<file path="src/rtl/htf_pkg.sv">
// htf_pkg: shared types and constants of the homogeneous 3D transform unit.
// Used by htf_dot, htf_div_step and homogeneous_transform_3d; no dependencies.
`timescale 1ns / 1ps

package htf_pkg;

  // default field widths
  localparam int unsigned COORD_WIDTH = 32;   // Q16.16 coordinates
  localparam int unsigned COEF_WIDTH  = 16;   // Q8.8 coefficients

  // fixed-point layout
  localparam int unsigned COEF_FRAC  = 8;     // fraction bits of a coefficient
  localparam int unsigned COORD_FRAC = 16;    // fraction bits of a coordinate
  localparam int unsigned COEF_SLOT  = 16;    // bit pitch of a coefficient in a row register
  localparam int unsigned COEF_ONE   = 256;   // 1.0 in Q8.8

  // configuration port
  localparam int unsigned CFG_IDX_W  = 3;
  localparam int unsigned CFG_DATA_W = 64;
  localparam int unsigned FWD_ROWS   = 4;
  localparam int unsigned FWD_COLS   = 4;
  localparam int unsigned INV_ROWS   = 3;
  localparam int unsigned INV_COLS   = 3;
  localparam int unsigned LANES      = 3;

  typedef enum logic [CFG_IDX_W-1:0] {
    REG_FWD_ROW0 = 3'd0,
    REG_FWD_ROW1 = 3'd1,
    REG_FWD_ROW2 = 3'd2,
    REG_FWD_ROW3 = 3'd3,
    REG_INV_ROW0 = 3'd4,
    REG_INV_ROW1 = 3'd5,
    REG_INV_ROW2 = 3'd6
  } reg_idx_e;

  typedef enum logic [1:0] {
    FUNC_POINT  = 2'd0,
    FUNC_VECTOR = 2'd1,
    FUNC_NORMAL = 2'd2
  } func_e;

  // sideband that travels with an item through the divider stages
  typedef struct packed {
    logic             pt;    // item is a point
    logic             wz;    // homogeneous w is zero
    logic [LANES-1:0] neg;   // quotient sign per lane
    logic [LANES-1:0] ovf;   // quotient saturates per lane
  } div_ctl_t;

endpackage

</file>
<file path="src/rtl/htf_div_step.sv">
// htf_div_step: one restoring-division stage, one quotient bit for three lanes.
// Registers remainder, quotient and sideband. Depends on htf_pkg.
`timescale 1ns / 1ps

module htf_div_step #(
  parameter int unsigned COORD_WIDTH = htf_pkg::COORD_WIDTH,
  parameter int unsigned COEF_WIDTH  = htf_pkg::COEF_WIDTH
) (
  input  logic                                      clk_i,
  input  logic                                      en_i,
  input  htf_pkg::div_ctl_t                         ctl_i,
  input  logic [COORD_WIDTH+COEF_WIDTH-7:0]         den_i,
  input  logic [2*COORD_WIDTH+COEF_WIDTH-7:0]       rem_i [3],
  input  logic [COORD_WIDTH-2:0]                    quo_i [3],
  input  logic [COORD_WIDTH-1:0]                    byp_i [3],
  output htf_pkg::div_ctl_t                         ctl_o,
  output logic [COORD_WIDTH+COEF_WIDTH-7:0]         den_o,
  output logic [2*COORD_WIDTH+COEF_WIDTH-7:0]       rem_o [3],
  output logic [COORD_WIDTH-2:0]                    quo_o [3],
  output logic [COORD_WIDTH-1:0]                    byp_o [3]
);

  localparam int unsigned DOT_W = COORD_WIDTH + COEF_WIDTH - 6;
  localparam int unsigned QUO_W = COORD_WIDTH - 1;
  localparam int unsigned REM_W = DOT_W + COORD_WIDTH;

  logic [REM_W-1:0] dtop;
  logic [REM_W-1:0] rem_d [3];
  logic [QUO_W-1:0] quo_d [3];
  logic             ge    [3];

  // divisor aligned to the top quotient bit; remainder shifts up each stage
  always_comb begin
    dtop = REM_W'(den_i) << (QUO_W - 1);
    for (int l = 0; l < 3; l++) begin
      ge[l]    = rem_i[l] >= dtop;
      rem_d[l] = (ge[l] ? (rem_i[l] - dtop) : rem_i[l]) << 1;
      quo_d[l] = {quo_i[l][QUO_W-2:0], ge[l]};
    end
  end

  always_ff @(posedge clk_i) begin
    if (en_i) begin
      ctl_o <= ctl_i;
      den_o <= den_i;
      for (int l = 0; l < 3; l++) begin
        rem_o[l] <= rem_d[l];
        quo_o[l] <= quo_d[l];
        byp_o[l] <= byp_i[l];
      end
    end
  end

endmodule

</file>
<file path="config.mk">
export PLATFORM = sky130hd
export DESIGN_NAME = htf_div_step
export DESIGN_NICKNAME = d
export VERILOG_FILES = /design/src/rtl/htf_pkg.sv /design/src/rtl/htf_div_step.sv
export SDC_FILE = /design/constraint.sdc
export NUM_CORES = 1
export LEC_CHECK = 0
export BUFFER_PORTS_ARGS = -buffer_cell sky130_fd_sc_hd__buf_2
export CAP_MARGIN = 20
export CORE_AREA = 5 5 352 354
export CTS_CLUSTER_DIAMETER = 30
export CTS_CLUSTER_SIZE = 25
export DETAILED_ROUTE_END_ITERATION = 10
export DIE_AREA = 0 0 357 359
export HOLD_SLACK_MARGIN = 0.12
export PLACE_DENSITY = 0.49
export SLEW_MARGIN = 20
export SYNTH_ARGS = -nofsm -noshare
export SYNTH_HDL_FRONTEND = slang
export SYNTH_SLANG_ARGS = --single-unit
</file>
<file path="constraint.sdc">
create_clock -name clk_i -period 4.25 [get_ports clk_i]
set_input_delay 0.2125 -clock clk_i [delete_from_list [all_inputs] [get_ports clk_i]]
set_output_delay 0.2125 -clock clk_i [all_outputs]
set_load 0.01 [all_outputs]
</file>
==> impl_metrics.toml <==
[outcome]
status = "completed"

[yosys]
ys_seq_elements = 458
ys_warn_count = 0
synth_edf_count = 458
syn_area_per_cell_sq_um = 12.65
synthesis.area_sq_mm = 0.02266
async_flop_share = 0
synth_ff_type = "edfxtp_1"
syn-instance-count = 1791
yosysUniqueCellTypes = 85
seq_area_frac_synth = 0.6070

[critical_path]
crit_arrival_ns = 4.55
slowest_stage = "dlygate4sd3_1"
critPathKind = "in2reg"
critPathCaptureType = "flip-flop"
start_kind = "input port"
crit_required_ns = 4.72
crit_chain = "dlygate4sd3_1 > buf_2 > ha_1 > inv_1 > fa_1 > a211oi_1 > o211ai_1 > a31oi_1 > o21ai_1 > a31oi_1 > buf_4 > o21ai_1 > a41oi_4 > buf_12 > buf_4 > o21ai_0 > dlygate4sd3_1"
slowest_delay_ns = 0.56
crit_fanout = 31

[grt]
grt_first_pass_wirelength_um = 159800
grt-ovfl-total = 0
grt_antenna_before_repair = 21
grt_pass1_vias = 23310
grt_use_total = 0.1726
grt_max_degree = 102

[drt]
drt_iter0_markers = 1381
drcViolationCount = 0
post_drt_wl_per_cell_um = 22.01
ant_nets = 0
wl_um = 115500
avgViaCountPerCell = 4.212
vias = 22100
dr.pass1.iters = 5

[sta]
fmax_mhz = 244.8
fin_setup_tns_ns = 0
setup_viol = 0
tightestPinTransition_ns = 0.9884
drv_slew = 0
fin_crit_sh = 0.9613
hold_ws_ns = 0.1990
fin_crit_ns = 4.085
final.setup.worst_slack_ns = 0.1647
relSlewSlack = 0.3410
final-hold-violation-count = 0
rsz0062_at_grt = "false"

[finish]
fin_nets = 4098
drive_above_1_share = 0.3581
areaGrowthSynthToFinish_pct = 79.16
fin_cells = 5246
nFillCells = 12110

[die]
start_util = 0.1876
ioPinCount = 924
die_w_um = 357
die_h_um = 359
core_sq_mm = 0.1208
dieArea_sq_mm = 0.1282
num_rows = 128

[placed_design]
dp.cells = 4358
detailedPlace.worstSlack_ns = -0.1430
place_congestion = 0.8454
dp_hpwl_um = 89340
io_buffers = 917

[cts]
numCtsBuffers = 131
cts_max_level = 4
clockRootBuffer = "clkbuf_16"
cts_tree = "built"
cts_setup_buffers = 0
cts.sinks = 458
clk_pin_slew_worst_paths_ns = 0.04
cts_buffer_depth = 3

[power_and_ir_drop]
p_leak_uw = 0.01718
powerDensity_mw_per_mm2 = 467.2
ir_drop_uv = 391.0
total_power_uw = 18960

[hold_path]
hold_path.class = "in2reg"

[job]
cap_violations = 0
cell usage in the layout, fill, tap and decap left out, drive strengths merged, types with 24 or more instances in the layout:
cell type / instances
inv: 86
nand3: 34
nor2: 113
nand4: 27
clkinv: 76
a21o: 63
nand2: 138
buf: 991
xor2: 44
xnor2: 60
dlygate4sd3: 640
o21ai: 101
mux2: 24
a21oi: 176
clkbuf: 138
ha: 126
edfxtp: 458
o21bai: 27
cell families (layout without fill, tap and decap cells):
logic type | after synthesis | after routing | share of synthesized area
AO/OA/AOI/OAI | 496 | 496 | 0.1426
AND/OR/NAND/NOR | 446 | 446 | 0.09802
buffers and inverters | 131 | 1952 | 0.02689
XOR/XNOR | 104 | 104 | 0.04020
adder cells (fa/ha/maj) | 129 | 129 | 0.07223
flip-flops | 458 | 458 | 0.6070
multiplexers | 26 | 26 | 0.01281
other | 1 | 10 | 0.0001655
Yosys cell counts, types with 20 or more instances:
cell type	instances	area, sq um
ha_1	126	1577
a21oi_2	23	201.4
nor4_1	20	125.1
o21ai_0	95	475.5
nand4_1	27	168.9
xor2_1	44	385.4
a21o_1	63	473.0
inv_1	78	292.8
a31oi_1	20	125.1
nand2_1	137	514.2
nor2_1	90	337.8
nor3_1	23	115.1
nand3_1	34	170.2
a21oi_1	153	765.7
nor2_2	23	143.9
xnor2_1	60	525.5
edfxtp_1	458	13750
clkbuf_1	24	90.09
o21bai_1	27	202.7
worst max-delay path, delay by kind of cell:
family	cells	cell delay (ns)
adders and majority gates	2	0.59
buffers and inverters	7	1.89
AOI/OAI and AO/OA	8	1.82
layout make-up:
| class | instances | area (sq um) | share of cell area |
|---|---|---|---|
| sequential | 458 | 13750 | 0.3388 |
| timing repair buffer | 1631 | 11660 | 0.2873 |
| multi-input combinational | 1204 | 8325 | 0.2051 |
| clock buffer | 138 | 3304 | 0.08140 |
| tap | 1625 | 2033 | 0.05009 |
| clock inverter | 103 | 1197 | 0.02950 |
| inverter | 80 | 300.3 | 0.007398 |
| antenna | 7 | 17.52 | 0.0004315 |
registers in the layout (all words and copies together) (netlist names):
signal	cells
quo_o	93
den_o	42
rem_o	219
byp_o	96
ctl_o	8
final timing paths:
check,depth (start not counted),end,slack (ns),from
max,17,rem_o[194],0.16,den_i[0]
min,2,byp_o[45],0.20,byp_i[45]
metal layers:
metal / global-route usage / wire [um] / vias up
met5: 0 / 34 / -
met4: 0.08938 / 6398 / 6
met3: 0.04931 / 7533 / 236
met2: 0.3157 / 59510 / 863
met1: 0.1779 / 41980 / 10650
li1: - / - / 10340
what timing repair did:
action                                  CTS  global route
gates resized for setup                   0             2
endpoints found under the setup margin    0             5
endpoints found under the hold margin   544             0
hold buffers                            640             0
per-stage QoR:
stage | area, sq um | utilization
finish | 40590 | 0.3362
floorplan | 22660 | -
detailed placement | 29660 | 0.2456
global placement | 29660 | 0.2456
global route | 40590 | 0.3361
CTS | 40570 | 0.3360
power breakdown:
group / switching (uW) / internal (uW) / leakage [uW]
combinational: 1950 / 1540 / 0.0105
clock: 3310 / 6460 / 0.00216
sequential: 132 / 5570 / 0.00448
total: 5400 / 13600 / 0.0172
Note: power is estimated with default switching activity, not from simulation.
