--- src/rtl/htf_pkg.sv ---
// htf_pkg: shared types and constants of the homogeneous 3D transform unit.
// Used by htf_dot, htf_div_step and homogeneous_transform_3d; no dependencies.
`timescale 1ns / 1ps

package htf_pkg;

  // default field widths
  localparam int unsigned COORD_WIDTH = 32;   // Q16.16 coordinates
  localparam int unsigned COEF_WIDTH  = 16;   // Q8.8 coefficients

  // fixed-point layout
  localparam int unsigned COEF_FRAC  = 8;     // fraction bits of a coefficient
  localparam int unsigned COORD_FRAC = 16;    // fraction bits of a coordinate
  localparam int unsigned COEF_SLOT  = 16;    // bit pitch of a coefficient in a row register
  localparam int unsigned COEF_ONE   = 256;   // 1.0 in Q8.8

  // configuration port
  localparam int unsigned CFG_IDX_W  = 3;
  localparam int unsigned CFG_DATA_W = 64;
  localparam int unsigned FWD_ROWS   = 4;
  localparam int unsigned FWD_COLS   = 4;
  localparam int unsigned INV_ROWS   = 3;
  localparam int unsigned INV_COLS   = 3;
  localparam int unsigned LANES      = 3;

  typedef enum logic [CFG_IDX_W-1:0] {
    REG_FWD_ROW0 = 3'd0,
    REG_FWD_ROW1 = 3'd1,
    REG_FWD_ROW2 = 3'd2,
    REG_FWD_ROW3 = 3'd3,
    REG_INV_ROW0 = 3'd4,
    REG_INV_ROW1 = 3'd5,
    REG_INV_ROW2 = 3'd6
  } reg_idx_e;

  typedef enum logic [1:0] {
    FUNC_POINT  = 2'd0,
    FUNC_VECTOR = 2'd1,
    FUNC_NORMAL = 2'd2
  } func_e;

  // sideband that travels with an item through the divider stages
  typedef struct packed {
    logic             pt;    // item is a point
    logic             wz;    // homogeneous w is zero
    logic [LANES-1:0] neg;   // quotient sign per lane
    logic [LANES-1:0] ovf;   // quotient saturates per lane
  } div_ctl_t;

endpackage

--- src/rtl/htf_dot.sv ---
// htf_dot: one row dot product c0*x + c1*y + c2*z + t, floored to Q.16.
// Two register stages (products, then sum). Depends on htf_pkg.
`timescale 1ns / 1ps

module htf_dot #(
  parameter int unsigned COORD_WIDTH = htf_pkg::COORD_WIDTH,
  parameter int unsigned COEF_WIDTH  = htf_pkg::COEF_WIDTH
) (
  input  logic                                         clk_i,
  input  logic                                         mul_en_i,
  input  logic                                         sum_en_i,
  input  logic signed [COEF_WIDTH-1:0]                 coef_i [3],
  input  logic signed [COEF_WIDTH-1:0]                 trans_i,
  input  logic signed [COORD_WIDTH-1:0]                crd_i  [3],
  output logic signed [COORD_WIDTH+COEF_WIDTH-7:0]     dot_o
);

  localparam int unsigned PROD_W = COORD_WIDTH + COEF_WIDTH;
  localparam int unsigned SUM_W  = PROD_W + 2;
  localparam int unsigned DOT_W  = SUM_W - htf_pkg::COEF_FRAC;

  logic signed [PROD_W-1:0]     prod_q [3];
  logic signed [COEF_WIDTH-1:0] trans_q;
  logic signed [SUM_W-1:0]      sum_d;
  logic signed [DOT_W-1:0]      dot_q;

  always_ff @(posedge clk_i) begin
    if (mul_en_i) begin
      for (int j = 0; j < 3; j++) begin
        prod_q[j] <= coef_i[j] * crd_i[j];
      end
      trans_q <= trans_i;
    end
  end

  // exact sum with 24 fraction bits (the Q8.8 translation moves up by 16);
  // an arithmetic shift floors to 16 fraction bits
  always_comb begin
    sum_d = SUM_W'(prod_q[0]) + SUM_W'(prod_q[1]) + SUM_W'(prod_q[2])
          + (SUM_W'(trans_q) <<< htf_pkg::COORD_FRAC);
  end

  always_ff @(posedge clk_i) begin
    if (sum_en_i) begin
      dot_q <= sum_d[SUM_W-1:htf_pkg::COEF_FRAC];
    end
  end

  assign dot_o = dot_q;

endmodule

--- config.mk ---
export PLATFORM = sky130hd
export DESIGN_NAME = htf_dot
export DESIGN_NICKNAME = d
export VERILOG_FILES = /design/src/rtl/htf_pkg.sv /design/src/rtl/htf_dot.sv
export SDC_FILE = /design/constraint.sdc
export NUM_CORES = 2
export LEC_CHECK = 0
export ABC_CLOCK_PERIOD_IN_PS = 8800
export BUFFER_PORTS_ARGS = -buffer_cell sky130_fd_sc_hd__buf_2
export CORE_UTILIZATION = 35
export DETAILED_ROUTE_END_ITERATION = 8
export REMOVE_ABC_BUFFERS = 1
export SLEW_MARGIN = 20
export SYNTH_ARGS = -nofsm -noshare
export SYNTH_HDL_FRONTEND = slang
export SYNTH_SLANG_ARGS = --single-unit
export TNS_END_PERCENT = 20
--- constraint.sdc ---
create_clock -name clk_i -period 8.8 [get_ports clk_i]
set_input_delay 2.2 -clock clk_i [delete_from_list [all_inputs] [get_ports clk_i]]
set_output_delay 2.2 -clock clk_i [all_outputs]
set_load 0.01 [all_outputs]
==> results.sh <==
export IMPL_slew_headroom=0.397
export IMPL_required_ns=9.10
export IMPL_clockBufferDepth=3
export IMPL_yosysSeqAreaShare=0.0961
export IMPL_clock_root_buffer="clkbuf_16"
export IMPL_dp_hpwl_um=146000
export IMPL_setup_viol=0
export IMPL_syn_to_final_growth_pct=9.43
export IMPL_grt_util_all_layers=0.195
export IMPL_grt_first_pass_wirelength_um=276000
export IMPL_antenna_found_initial=5
export IMPL_insertion_delay_ns=0.53
export IMPL_timing_rr_start="prod_q[0][3]"
export IMPL_grt_pass1_vias=49500
export IMPL_start_util=0.353
export IMPL_async_flop_share=0
export IMPL_routabilityCongestion=0.914
export IMPL_synth_compound_area_frac=0.0530
export IMPL_core_area_um2=179000
export IMPL_die_area_um2=182000
export IMPL_rsz0062_at_grt="false"
export IMPL_cap_violations=0
export IMPL_endpoint_kind="flip-flop"
export IMPL_crit_path_end="prod_q[0][41]"
export IMPL_vias_per_cell=4.84
export IMPL_min_period_ns=8.65
export IMPL_synthMuxAreaShare=0
export IMPL_ys_flop_type="edfxtp_1"
export IMPL_status="complete, no violations"
export IMPL_hold_viol=0
export IMPL_r2r_setup_slack_ns=4.03
export IMPL_cp_start_kind="primary input"
export IMPL_clock_skew_ns=0.0226
export IMPL_dieWidth_um=427
export IMPL_synth_area_leaders="fa_1 (49%), inv_1 (9.9%), edfxtp_1 (9.6%)"
export IMPL_crit_start="coef_i[35]"
export IMPL_fmax_ghz=0.116
export IMPL_postRouteAntennaNets=0
export IMPL_syn_avg_cell_area_um2=9.48
export IMPL_syn_area_um2=63100
export IMPL_vias=44900
export IMPL_tns_ns=0
export IMPL_cts_hold_buffers=0
export IMPL_io_buffer_count=204
export IMPL_syn_instance_count=6654
export IMPL_crit_fanout=16
export IMPL_synth_most_common_cell="inv_1"
export IMPL_drc=0
export IMPL_finalWirelength_um=171000
export IMPL_cp_arrival_ns=8.95
export IMPL_synth_xor_area_share=0.0262
export IMPL_slew_violations=0
export IMPL_critPathKind="primary input to flip-flop"
export IMPL_synthSimpleGateAreaFrac=0.142
export IMPL_synth_area_leader_cell="fa_1"
export IMPL_synthAdderAreaFrac=0.568
export IMPL_boundaryPins=205
export IMPL_layout_nets=9013
export IMPL_dr_pass1_iters=8
export IMPL_synth_top_family_by_area="adder cells"
export IMPL_drive_gt1_frac=0.0766
export IMPL_synth_warnings=0
export IMPL_regToRegEndpoint="dot_o[41]"
export IMPL_grt_overflow=0
export IMPL_yosysTopAreaCellShare=0.488
export IMPL_routedWlPerCell_um=18.4
export IMPL_clk_pin_slew_worst_paths_ns=0.07
export IMPL_htree_levels=1
export IMPL_cts_tree="yes"
export IMPL_grt_start_max_net_pins=93
export IMPL_r2r_cells=12
export IMPL_synth_seq_cells=202
export IMPL_worst_hold_path_type="flip-flop to flip-flop"
export IMPL_synthDistinctLibCells=61
export IMPL_fin_crit_sh=0.983
export IMPL_die_y_um=427
export IMPL_cts_sinks=202
export IMPL_numCtsBuffers=21
export IMPL_worstMarginPinSlew_ns=0.905
export IMPL_rows=155
export IMPL_drt_iter0_markers=2610
export IMPL_synth_edf_count=202
export IMPL_synthTopCellsByCount="inv_1 (1670), fa_1 (1538), nand2_1 (911)"
## layout make-up
cell class | instances | area [um2]
clock inverter | 11 | 118
multi-input combinational | 4526 | 49800
antenna | 1 | 2.50
fill | 18000 | 110000
timing repair buffer | 485 | 3300
inverter | 1673 | 6280
tap | 2355 | 2950
clock buffer | 23 | 533
sequential | 202 | 6070
## stage by stage
step / std cells / hold WS, ns / setup WS, ns / utilization / cell area (um2)
3_5_place_dp: 9241 / 0.955 / -0.262 / 0.383 / 68400
2_1_floorplan: 6401 / 0.870 / 0.664 / - / 62200
5_1_grt: 9275 / 1.07 / 0.0364 / 0.386 / 69100
4_1_cts: 9275 / 0.989 / 0.252 / 0.386 / 69100
3_3_place_gp: 9241 / 0.979 / -0.208 / 0.383 / 68400
6_report: 9276 / 0.973 / 0.147 / 0.386 / 69100
## layout by cell type (no fill, tap or decap), drive strengths merged, types with 39 or more instances in the layout
| cell | instances |
|---|---|
| a21o | 99 |
| fa | 1538 |
| edfxtp | 202 |
| buf | 484 |
| ha | 403 |
| o21ai | 95 |
| xnor2 | 126 |
| xor2 | 63 |
| nor2 | 166 |
| inv | 1675 |
| nand2 | 911 |
| nand3 | 39 |
| a21oi | 171 |
| and2 | 625 |
## flip-flops by register name (all words and copies together), names as in the netlist
register / flops
trans_q: 16
dot_o: 42
prod_q: 144
## repair_timing
| item | 4_1_cts | 5_1_grt |
|---|---|---|
| setup endpoints to repair | 0 | 3 |
| resized for setup | 0 | 2 |
| buffers inserted | 0 | 0 |
## kinds of logic after synthesis
logic type,after synthesis
simple gates,1874
xor+xnor,189
buf+inv,1926
fa+ha+maj,1941
compound gates,522
flops,202
## critical path, cell delays in order
cell,delay (ns)
buf_2,0.42
nand2_1,0.13
fa_1,0.50
fa_1,0.55
fa_1,0.52
inv_1,0.06
fa_1,0.52
fa_1,0.51
inv_1,0.06
fa_1,0.48
inv_1,0.07
ha_1,0.29
buf_4,0.13
nand2_1,0.06
o21ai_0,0.31
a221oi_1,0.18
buf_4,0.16
a21oi_1,0.18
o21ai_1,0.13
a21oi_1,0.29
o21ai_0,0.19
buf_4,0.17
o21ai_0,0.28
a31oi_1,0.16
xnor2_1,0.35
## per-layer routing
metal | share of wire | global-route usage
met5 | 0.000099 | 0
met4 | 0.051 | 0.0796
met3 | 0.049 | 0.0195
met2 | 0.50 | 0.337
met1 | 0.40 | 0.249
## worst min-delay path by stage
stage                   start         to  slack (ns)  depth (start not counted)
5_1_grt        prod_q[0][143]  dot_o[41]        1.07                          3
4_1_cts        prod_q[0][143]  dot_o[41]        0.99                          3
3_3_place_gp   prod_q[0][143]  dot_o[41]        0.98                          3
6_report       prod_q[0][143]  dot_o[41]        0.97                          3
3_5_place_dp   prod_q[0][143]  dot_o[41]        0.96                          3
2_1_floorplan  prod_q[0][143]  dot_o[41]        0.87                          3
Power is left out: the tool's default activity adds up to more than one toggle a clock period on the data nets, which glitch-free logic cannot reach.
